[config.mk]
export PLATFORM = sky130hd
export DESIGN_NAME = escaped_length_frame_receiver_flat
export DESIGN_NICKNAME = d
export VERILOG_FILES = /design/src/rtl/elfr_pkg.sv /design/src/rtl/elfr_if.sv /design/src/rtl/escaped_length_frame_receiver.sv /design/src/flat_wrapper.sv
export SDC_FILE = /design/constraint.sdc
export NUM_CORES = 1
export LEC_CHECK = 0
export ABC_CLOCK_PERIOD_IN_PS = 7000
export BUFFER_PORTS_ARGS = -buffer_cell sky130_fd_sc_hd__clkbuf_2
export CORE_MARGIN = 3
export CORE_UTILIZATION = 60
export CTS_CLUSTER_DIAMETER = 80
export DETAILED_ROUTE_END_ITERATION = 7
export PLACE_DENSITY = 0.85
export SLEW_MARGIN = 20
export SYNTH_ARGS = -nofsm -noshare
export SYNTH_HDL_FRONTEND = slang
export SYNTH_SLANG_ARGS = --single-unit
[constraint.sdc]
create_clock -name clock -period 7 [get_ports clock]
set_clock_uncertainty 0.2 [all_clocks]
set_input_delay 0.7 -clock clock [delete_from_list [all_inputs] [get_ports clock]]
set_output_delay 0.7 -clock clock [all_outputs]
set_load 0.01 [all_outputs]
[src/rtl/elfr_pkg.sv]
// Package for the escaped length frame receiver.
// Holds phase, byte class, status and register codes, reset values and the result type.
// Depends on nothing; used by the top level and the testbench.
package elfr_pkg;

   localparam int unsigned ADDR_WIDTH = 4;
   localparam int unsigned DATA_WIDTH = 32;

   localparam logic [1:0] REG_START_SYMBOL  = 2'd0;
   localparam logic [1:0] REG_ESCAPE_SYMBOL = 2'd1;
   localparam logic [1:0] REG_MAX_LENGTH    = 2'd2;

   localparam logic [7:0]  START_SYMBOL_RESET  = 8'd126;
   localparam logic [7:0]  ESCAPE_SYMBOL_RESET = 8'd125;
   localparam logic [15:0] MAX_LENGTH_RESET    = 16'hFFFF;

   localparam logic [1:0] PH_HUNT    = 2'd0;
   localparam logic [1:0] PH_LEN_LO  = 2'd1;
   localparam logic [1:0] PH_LEN_HI  = 2'd2;
   localparam logic [1:0] PH_PAYLOAD = 2'd3;

   localparam logic [1:0] CLS_NONE  = 2'd0;
   localparam logic [1:0] CLS_START = 2'd1;
   localparam logic [1:0] CLS_DATA  = 2'd2;
   localparam logic [1:0] CLS_BAD   = 2'd3;

   localparam logic [1:0] STATUS_NONE   = 2'd0;
   localparam logic [1:0] STATUS_DONE   = 2'd1;
   localparam logic [1:0] STATUS_BROKEN = 2'd2;

   typedef struct packed {
      logic [1:0]  frame_status;
      logic        payload_valid;
      logic [7:0]  payload_byte;
      logic [15:0] payload_index;
      logic [15:0] frame_length;
   } rsp_type;

endpackage

[src/rtl/elfr_if.sv]
// Valid/ready channel interfaces of the escaped length frame receiver.
// elfr_req_if carries received bytes, elfr_rsp_if carries per-byte results.
// No dependencies.
interface elfr_req_if;
   logic       valid;
   logic       ready;
   logic [7:0] rx_byte;

   modport source (output valid, output rx_byte, input ready);
   modport sink (input valid, input rx_byte, output ready);
endinterface

interface elfr_rsp_if;
   logic        valid;
   logic        ready;
   logic [1:0]  frame_status;
   logic        payload_valid;
   logic [7:0]  payload_byte;
   logic [15:0] payload_index;
   logic [15:0] frame_length;

   modport source (output valid, output frame_status, output payload_valid,
                   output payload_byte, output payload_index, output frame_length,
                   input ready);
   modport sink (input valid, input frame_status, input payload_valid,
                 input payload_byte, input payload_index, input frame_length,
                 output ready);
endinterface

[src/rtl/escaped_length_frame_receiver.sv]
// Top level of the escaped length frame receiver: deframer state, result register, CSRs.
// Depends on elfr_pkg and the channel interfaces in elfr_if.sv.
//
// Takes one link byte per beat and returns exactly one result beat per byte, one byte per
// clock cycle sustained. Each byte updates the deframer state in the cycle it is accepted;
// its result sits in a single output register and appears in the following cycle. A new byte is
// taken while a result is waiting as long as the result is drained in the same cycle, so
// only back-pressure on the result side slows the input. Results report payload bytes with
// their index, and frame completion or breakage on the byte that decides it. Registers
// (start symbol at 0x0, escape symbol at 0x4, max length at 0x8) must be written by the user
// through the APB-style port only while no byte is in flight; the block does not enforce this.
module escaped_length_frame_receiver (
   input  logic                            clock,
   input  logic                            reset,
   elfr_req_if.sink                        req_bus,
   elfr_rsp_if.source                      rsp_bus,
   input  logic                            csr_psel,
   input  logic                            csr_penable,
   input  logic                            csr_pwrite,
   input  logic [elfr_pkg::ADDR_WIDTH-1:0] csr_paddr,
   input  logic [elfr_pkg::DATA_WIDTH-1:0] csr_pwdata,
   output logic [elfr_pkg::DATA_WIDTH-1:0] csr_prdata,
   output logic                            csr_pready
);

   logic [7:0]  start_symbol_ff;
   logic [7:0]  escape_symbol_ff;
   logic [15:0] max_length_ff;

   logic [1:0]  phase_ff, phase_in;
   logic        esc_pending_ff, esc_pending_in;
   logic [15:0] length_ff, length_in;
   logic [15:0] count_ff, count_in;

   logic                  out_valid_ff;
   elfr_pkg::rsp_type     out_ff, out_in;

   logic        accept;
   logic        csr_write;
   logic [1:0]  csr_index;
   logic [1:0]  cls;
   logic [7:0]  b;
   logic [15:0] len_full;
   logic [15:0] count_inc;

   assign csr_pready = 1'b1;
   assign csr_write  = csr_psel && csr_penable && csr_pwrite;
   assign csr_index  = csr_paddr[3:2];

   always_ff @(posedge clock) begin
      if (reset) begin
         start_symbol_ff  <= elfr_pkg::START_SYMBOL_RESET;
         escape_symbol_ff <= elfr_pkg::ESCAPE_SYMBOL_RESET;
         max_length_ff    <= elfr_pkg::MAX_LENGTH_RESET;
      end else if (csr_write) begin
         case (csr_index)
            elfr_pkg::REG_START_SYMBOL:  start_symbol_ff  <= csr_pwdata[7:0];
            elfr_pkg::REG_ESCAPE_SYMBOL: escape_symbol_ff <= csr_pwdata[7:0];
            elfr_pkg::REG_MAX_LENGTH:    max_length_ff    <= csr_pwdata[15:0];
            default: ;
         endcase
      end
   end

   always_comb begin
      case (csr_index)
         elfr_pkg::REG_START_SYMBOL:  csr_prdata = {24'd0, start_symbol_ff};
         elfr_pkg::REG_ESCAPE_SYMBOL: csr_prdata = {24'd0, escape_symbol_ff};
         elfr_pkg::REG_MAX_LENGTH:    csr_prdata = {16'd0, max_length_ff};
         default:                     csr_prdata = '0;
      endcase
   end

   assign req_bus.ready = !out_valid_ff || rsp_bus.ready;
   assign accept        = req_bus.valid && req_bus.ready;
   assign b             = req_bus.rx_byte;
   assign len_full      = {b, length_ff[7:0]};
   assign count_inc     = count_ff + 16'd1;

   always_comb begin
      esc_pending_in = 1'b0;
      if (esc_pending_ff) begin
         cls = (b == escape_symbol_ff || b == start_symbol_ff) ?
               elfr_pkg::CLS_DATA : elfr_pkg::CLS_BAD;
      end else if (b == escape_symbol_ff) begin
         cls            = elfr_pkg::CLS_NONE;
         esc_pending_in = 1'b1;
      end else if (b == start_symbol_ff) begin
         cls = elfr_pkg::CLS_START;
      end else begin
         cls = elfr_pkg::CLS_DATA;
      end
   end

   always_comb begin
      phase_in  = phase_ff;
      length_in = length_ff;
      count_in  = count_ff;
      out_in    = '0;
      case (phase_ff)
         elfr_pkg::PH_HUNT: begin
            if (cls == elfr_pkg::CLS_START) phase_in = elfr_pkg::PH_LEN_LO;
         end
         elfr_pkg::PH_LEN_LO: begin
            if (cls == elfr_pkg::CLS_DATA) begin
               length_in = {8'd0, b};
               phase_in  = elfr_pkg::PH_LEN_HI;
            end else if (cls != elfr_pkg::CLS_NONE) begin
               phase_in            = elfr_pkg::PH_HUNT;
               out_in.frame_status = elfr_pkg::STATUS_BROKEN;
            end
         end
         elfr_pkg::PH_LEN_HI: begin
            if (cls == elfr_pkg::CLS_DATA) begin
               length_in = len_full;
               count_in  = '0;
               if (len_full > max_length_ff) begin
                  phase_in            = elfr_pkg::PH_HUNT;
                  out_in.frame_status = elfr_pkg::STATUS_BROKEN;
               end else if (len_full == 16'd0) begin
                  phase_in            = elfr_pkg::PH_HUNT;
                  out_in.frame_status = elfr_pkg::STATUS_DONE;
               end else begin
                  phase_in = elfr_pkg::PH_PAYLOAD;
               end
            end else if (cls != elfr_pkg::CLS_NONE) begin
               phase_in            = elfr_pkg::PH_HUNT;
               out_in.frame_status = elfr_pkg::STATUS_BROKEN;
            end
         end
         default: begin
            if (cls == elfr_pkg::CLS_DATA) begin
               out_in.payload_valid = 1'b1;
               out_in.payload_byte  = b;
               out_in.payload_index = count_ff;
               count_in             = count_inc;
               if (count_inc == length_ff) begin
                  phase_in            = elfr_pkg::PH_HUNT;
                  out_in.frame_status = elfr_pkg::STATUS_DONE;
               end
            end else if (cls != elfr_pkg::CLS_NONE) begin
               phase_in            = elfr_pkg::PH_HUNT;
               out_in.frame_status = elfr_pkg::STATUS_BROKEN;
            end
         end
      endcase
      out_in.frame_length = length_in;
   end

   always_ff @(posedge clock) begin
      if (reset) begin
         phase_ff       <= elfr_pkg::PH_HUNT;
         esc_pending_ff <= 1'b0;
         length_ff      <= '0;
         count_ff       <= '0;
         out_valid_ff   <= 1'b0;
      end else begin
         if (accept) begin
            phase_ff       <= phase_in;
            esc_pending_ff <= esc_pending_in;
            length_ff      <= length_in;
            count_ff       <= count_in;
            out_valid_ff   <= 1'b1;
         end else if (rsp_bus.ready) begin
            out_valid_ff <= 1'b0;
         end
      end
   end

   always_ff @(posedge clock) begin
      if (accept) out_ff <= out_in;
   end

   assign rsp_bus.valid         = out_valid_ff;
   assign rsp_bus.frame_status  = out_ff.frame_status;
   assign rsp_bus.payload_valid = out_ff.payload_valid;
   assign rsp_bus.payload_byte  = out_ff.payload_byte;
   assign rsp_bus.payload_index = out_ff.payload_index;
   assign rsp_bus.frame_length  = out_ff.frame_length;

endmodule

[src/flat_wrapper.sv]
// flat-port wrapper written by rule: the top's interface ports become plain ports
module escaped_length_frame_receiver_flat 
  (clock, reset, csr_psel, csr_penable, csr_pwrite, csr_paddr, csr_pwdata, csr_prdata, csr_pready, req_bus_valid, req_bus_rx_byte, req_bus_ready, rsp_bus_valid, rsp_bus_frame_status, rsp_bus_payload_valid, rsp_bus_payload_byte, rsp_bus_payload_index, rsp_bus_frame_length, rsp_bus_ready);
  elfr_req_if req_bus_i ();
  elfr_rsp_if rsp_bus_i ();
  input  logic clock;
  input  logic reset;
  input  logic csr_psel;
  input  logic csr_penable;
  input  logic csr_pwrite;
  input  logic [elfr_pkg::ADDR_WIDTH-1:0] csr_paddr;
  input  logic [elfr_pkg::DATA_WIDTH-1:0] csr_pwdata;
  output logic [elfr_pkg::DATA_WIDTH-1:0] csr_prdata;
  output logic csr_pready;
  input wire logic [$bits(req_bus_i.valid)-1:0] req_bus_valid;
  input wire logic [$bits(req_bus_i.rx_byte)-1:0] req_bus_rx_byte;
  output wire logic [$bits(req_bus_i.ready)-1:0] req_bus_ready;
  output wire logic [$bits(rsp_bus_i.valid)-1:0] rsp_bus_valid;
  output wire logic [$bits(rsp_bus_i.frame_status)-1:0] rsp_bus_frame_status;
  output wire logic [$bits(rsp_bus_i.payload_valid)-1:0] rsp_bus_payload_valid;
  output wire logic [$bits(rsp_bus_i.payload_byte)-1:0] rsp_bus_payload_byte;
  output wire logic [$bits(rsp_bus_i.payload_index)-1:0] rsp_bus_payload_index;
  output wire logic [$bits(rsp_bus_i.frame_length)-1:0] rsp_bus_frame_length;
  input wire logic [$bits(rsp_bus_i.ready)-1:0] rsp_bus_ready;
  assign req_bus_i.valid = req_bus_valid;
  assign req_bus_i.rx_byte = req_bus_rx_byte;
  assign req_bus_ready = req_bus_i.ready;
  assign rsp_bus_valid = rsp_bus_i.valid;
  assign rsp_bus_frame_status = rsp_bus_i.frame_status;
  assign rsp_bus_payload_valid = rsp_bus_i.payload_valid;
  assign rsp_bus_payload_byte = rsp_bus_i.payload_byte;
  assign rsp_bus_payload_index = rsp_bus_i.payload_index;
  assign rsp_bus_frame_length = rsp_bus_i.frame_length;
  assign rsp_bus_i.ready = rsp_bus_ready;
  escaped_length_frame_receiver u_core (.clock(clock), .reset(reset), .req_bus(req_bus_i), .rsp_bus(rsp_bus_i), .csr_psel(csr_psel), .csr_penable(csr_penable), .csr_pwrite(csr_pwrite), .csr_paddr(csr_paddr), .csr_pwdata(csr_pwdata), .csr_prdata(csr_prdata), .csr_pready(csr_pready));
endmodule
Word level (Yosys, flattened, before mapping)
Index checks and enable logic that the tools add are counted.

$add $sub $neg: 1. Magnitude comparators: 1. Equal/unequal tests: 11. Multiplexer cells: 33. Bitwise logic cells: 2. Reduce and logical (&&, ||, !) cells: 19.

Operator list (number): 2-to-1 mux 16 bit (4); case mux 16 bit (2 select lines) (2); case mux 16 bit (3 select lines) (1); 2-to-1 mux 2 bit (16); 2-to-1 mux 25 bit (1); adder 16 x 1 -> 16 bit, second input constant (1); equality test 16 bit (1); equality test 8 bit (2); > comparator 16 bit (1); zero test 16 bit (1); case mux 2 bit (3 select lines) (2); 2-to-1 mux 1 bit (7); equality test 2 x 1 -> 1 bit, second input constant (3); equality test 2 bit, second input constant (3); AND reduction 2 bit (3); AND reduction 3 bit (2); inequality test 5 bit, second input constant (1); zero test 2 bit (2); nonzero test 2 bit (2); OR reduction 4 bit (1); logical AND 1 bit (3); OR reduction 3 bit (1); logical OR 1 bit (2); inequality test 2 x 1 -> 1 bit, second input constant (1); 3 further kinds (4).

Register bits: 111. Bits of input ports: 51. Output and inout bits: 78. Word-level logic and storage cells: 80.

Depth between registers and ports, before layout
Word-level depth: 8. Depth in mapped cells: 11. Mapped depth without buffers: 9.

Worst setup path after synthesis
OpenSTA, ideal clock, no wires.

Path type: input port to flip-flop. Start point: input port rsp_bus_ready. End point: register u_core.length_ff[0]. Library setup time: 0.066 ns. Data arrival time: 2.754 ns. Data required time: 6.734 ns. Slack: 3.980 ns. Stages: 7. Cells stage by stage: nand2b_1 > nand2_1 > inv_1 > nand2_1 > a211oi_2 > a22oi_1 > nor2_1.

Longest elaborated chain between the ends: 2.

Ends and longest elaborated chain: start, declared (RTL line flat_wrapper.sv:24) `input wire logic [$bits(rsp_bus_i.ready)-1:0] rsp_bus_ready;`; logical OR 1 bit (RTL line escaped_length_frame_receiver.sv:74) `assign req_bus.ready = !out_valid_ff || rsp_bus.ready;`; logical AND 1 bit (RTL line escaped_length_frame_receiver.sv:75) `assign accept = req_bus.valid && req_bus.ready;`; net u_core.accept (RTL line escaped_length_frame_receiver.sv:38) `logic accept;`; end signal, assigned (RTL line escaped_length_frame_receiver.sv:161) `length_ff <= length_in;`; end, declared (RTL line escaped_length_frame_receiver.sv:32) `logic [15:0] length_ff, length_in;`.

The timed path passes the listed nets, and every way through them passes these cells. A chain may end at the register's enable or synchronous reset.

Worst setup path after layout
Start point: input port req_bus_rx_byte[3]. End point: register u_core.out_ff, in the netlist u_core.rsp_bus.frame_length[13] (data pin).

Longest elaborated chain between the ends: 7.

Ends and longest elaborated chain: start, declared (RTL line flat_wrapper.sv:16) `input wire logic [$bits(req_bus_i.rx_byte)-1:0] req_bus_rx_byte;`; equality test 8 bit (on tied branches) (RTL line escaped_length_frame_receiver.sv:83, escaped_length_frame_receiver.sv:88, escaped_length_frame_receiver.sv:85); 2-to-1 mux 2 bit or logical OR 1 bit (tied branches) (RTL line escaped_length_frame_receiver.sv:88, escaped_length_frame_receiver.sv:83); 2-to-1 mux 2 bit or 2-to-1 mux 1 bit (tied branches) (RTL line escaped_length_frame_receiver.sv:85, escaped_length_frame_receiver.sv:83); 2-to-1 mux 2 bit * (RTL line escaped_length_frame_receiver.sv:82) `if (esc_pending_ff) begin`; equality test 2 bit * (RTL line escaped_length_frame_receiver.sv:105, escaped_length_frame_receiver.sv:114); 2-to-1 mux 16 bit (on tied branches) (RTL line escaped_length_frame_receiver.sv:114, escaped_length_frame_receiver.sv:105); case mux 16 bit (2 select lines) * (RTL line escaped_length_frame_receiver.sv:100) `case (phase_ff)`; net u_core.length_in[13] (RTL line escaped_length_frame_receiver.sv:32); end signal, assigned (RTL line escaped_length_frame_receiver.sv:171) `if (accept) out_ff <= out_in;`; end, declared (RTL line escaped_length_frame_receiver.sv:36) `elfr_pkg::rsp_type out_ff, out_in;`.

The timed path passes the listed nets; every way through them passes the cells marked *.

==> summary.md <==
Floorplanning
• IO Pins: 129
• Die Outline Area: 11600 um2
• horizontal die dimension: 108 um
• initial cell density of the core: 62.7%
• placement row count: 36
• die outline height: 108 um
• area of the core: 9910 um2

Critical path
• cell chain of the critical path: clkbuf_2, xnor2_1, nand4_1, nor2_1, or3_1, and2_1, a21o_1, a22o_1
• sort of element at the end of the critical path: flip-flop
• register-to-register setup slack: 3.68 ns
• reg2reg path depth: 7
• launch point of the worst reg-to-reg path: u_core.escape_symbol_ff[7]$_SDFFE_PP0P_
• crit-path max FO: 25
• type of the worst setup path: in -> reg
• critical path data required time: 7.04 ns
• destination of the worst register-to-register timing path: u_core.rsp_bus.frame_length[13]$_DFFE_PP_
• longest individual stage delay on the worst path: 0.86 ns
• slowest CP cell: and2_1
• Worst Setup SP: req_bus_rx_byte[3]
• arrival time of the worst setup path: 3.59 ns
• kind of start point of the critical path: input pin

STA
• setup TNS after final layout: 0 ns
• share of the cycle needed by the critical path after routing: 50.8%
• Achievable Freq: 281 MHz
• tightest slew margin relative to the limit: 32.8%
• final critical-path setup slack: 3.44 ns
• final setup fails: 0
• Hold Fails Final Rpt: 0
• crit path time final: 3.56 ns
• worst slew pin tran: 1.01 ns
• final slew viol count: 0
• RSZ-0062 raised after global routing: no

Final layout
• ratio of cells with drive above 1 in the final layout: 18.0%
• sequential cell area in the final layout: 2650 um2
• Filler cells: 763
• nets@finish: 773
• number of antenna repair diodes: 0
• Multi-input gate area: 3150 um2
• utilization after layout: 68.2%
• area growth from synthesis to layout: 8.72%

Synth
• most frequent cells after synthesis: dfxtp_1, edfxtp_1, nor2_1
• share of synthesized area spent on multiplexers: 1.93%
• xor/xnor cell area share of the yosys netlist: 5.07%
• ys flop type: dfxtp_1
• number of synthesized flops with an enable pin: 43
• Synth Cell Area: 6210 um2
• number of unique standard cell types used by synthesis: 69
• flop and latch count out of synthesis: 111
• library cell with the largest summed area after synthesis: dfxtp_1
• share of synthesized area occupied by flip-flops and latches: 42.7%
• largest cells by area after synthesis: dfxtp_1, edfxtp_1, a22o_1
• mean cell area of the mapped netlist: 9.73 um2
• ys async rst share: 0%
• largest family of logic cells by synthesized area: compound AO/OA/AOI/OAI gates
• Mapped Cells: 639
• dominant cell by count in the synthesized netlist: dfxtp_1
• Synth Area in Compound Gates: 20.2%
• basic-gate share of the synthesized area counting and, or, nand and nor cells: 17.9%
• fraction of the mapped netlist area in adder cells: 4.43%
• fraction of synthesized cell area taken by the top area cell type: 21.9%
• Yosys warning count: 0

Global routing
• total global routing overflow: 0
• antenna violations before repair: 0
• number of global-route vias before repair: 4857
• pin count of the biggest net entering global routing: 51
• first-pass GRT wire length: 24100 um
• overall global routing resource usage: 26.1%

Hold path
• startpoint of the most critical hold path: u_core.escape_symbol_ff[1]$_SDFFE_PP0P_
• Min-Delay Endpoint: u_core.escape_symbol_ff[1]$_SDFFE_PP0P_
• hold-critical path depth: 2
• type of the most critical hold path: reg -> reg

Route
• first-iteration detailed-routing DRC count: 413
• DRT Pass-1 Iters: 5
• remaining antenna violation count after routing: 0
• wire length after detailed routing: 15000 um
• vias: 5183
• mean number of vias per cell: 6.18
• wire length per cell: 17.9 um
• DRC violation count after routing: 0

Clocking
• number of buffers created by CTS: 9
• Resized Gates After CTS: 0
• CTS tree: built
• hold buffers post-CTS: 0
• Post-CTS Setup Bufs: 0
• Skew-Pair Late Insertion Delay: 0.38 ns
• register clock-pin slew on the reported worst setup and hold paths: 0.11 ns
• number of sinks driven by the clock tree: 111
• H-tree depth: 3
• Max Buffers Root-to-Sink: 2
• buffer type at the clock tree root: clkbuf_8

Place
• gpl congestion: 0.896
• pre-CTS setup slack: 3.14 ns
• post-detailed-placement half-perimeter wirelength: 10700 um
• number of input and output port buffers inserted: 93

Power and ir drop
• worst ir drop on vdd: 0.118 mV
• total power: 0.00120 W
• power density normalized to cell area: 177 nW/um2
• static power due to leakage: 2.79 nW

Outcome
• result of the run: complete, no violations

Run
• maxcap violations: 0

## worst max-delay path, delay by kind of cell
kind                   cells  cell delay, ns
buffers and inverters      1            0.22
XOR/XNOR                   1            0.24
AO/OA/AOI/OAI              2            0.60
AND/OR/NAND/NOR            4            1.82
## kinds of logic after synthesis
kind of cell / Yosys count
AOI/OAI and AO/OA: 164
and+or+nand+nor: 202
adders and majority gates: 22
xor gates and xnor gates: 36
DFF: 111
other: 2
muxes: 12
buffers and inverters: 90
## per-layer routing
layer	routed length (um)	GRT usage, %	up-vias
met5	0	0	-
met4	407	10.3	0
met3	1350	4.20	42
li1	-	-	2420
met1	5980	34.8	2454
met2	7240	42.6	267
## power breakdown
| part | switching (W) | internal, W | leakage [nW] | total (W) |
|---|---|---|---|---|
| clock | 0.000216 | 0.000163 | 0.101 | 0.000380 |
| sequential | 0.00000902 | 0.000687 | 0.985 | 0.000696 |
| combinational | 0.0000773 | 0.0000436 | 1.70 | 0.000121 |
| total | 0.000303 | 0.000894 | 2.79 | 0.00120 |
## per-stage QoR
stage	hold WS (ns)	std cells	cell area, um2
6_report	0.306	838	6760
5_1_grt	0.314	838	6760
4_1_cts	0.302	837	6750
3_5_place_dp	0.282	821	6560
3_3_place_gp	0.272	821	6560
2_1_floorplan	0.259	654	6270
## worst max path at each step
stage | end | depth (start not counted) | slack [ns]
CTS | u_core.rsp_bus.payload_index[0]$_SDFFCE_PP0P_ | 8 | 3.53
global placement | u_core.rsp_bus.payload_index[0]$_SDFFCE_PP0P_ | 8 | 3.19
finish | u_core.rsp_bus.frame_length[13]$_DFFE_PP_ | 8 | 3.44
global route | u_core.rsp_bus.frame_length[13]$_DFFE_PP_ | 8 | 3.21
detailed placement | u_core.rsp_bus.payload_index[0]$_SDFFCE_PP0P_ | 8 | 3.14
floorplan | u_core.length_ff[0]$_SDFFE_PP0P_ | 7 | 3.98
## flip-flops by register name (all words and copies together) (netlist names)
register                      cells
u_core.esc_pending_ff             1
u_core.start_symbol_ff            8
u_core.rsp_bus.frame_status       2
u_core.max_length_ff             16
u_core.escape_symbol_ff           8
u_core.rsp_bus.payload_valid      1
u_core.rsp_bus.payload_index     16
u_core.rsp_bus.frame_length      16
u_core.count_ff                  16
u_core.rsp_bus.payload_byte       8
u_core.phase_ff                   2
u_core.length_ff                 16
u_core.rsp_bus.valid              1
## layout by cell type, fill, tap and decap left out, types with 16 or more instances in the layout
cell type	instances
clkbuf_2	93
o21ai_0	16
dfxtp_1	68
a211o_1	23
nand2_1	39
and2_1	30
inv_1	27
ha_1	22
nor2_1	41
a21oi_1	22
xnor2_1	29
conb_1	17
a22o_1	40
edfxtp_1	43
## cell type report
cell class              instances  share of cell area [%]
clock inverters                 7                   0.926
inverters                      28                    1.56
flip-flops and latches        111                    39.3
repair buffers                 97                    7.33
clock buffers                   9                    1.83
well taps                     133                    2.46
multi-input cells             453                    46.6
No activity file was read; power rests on OpenSTA's default activity.
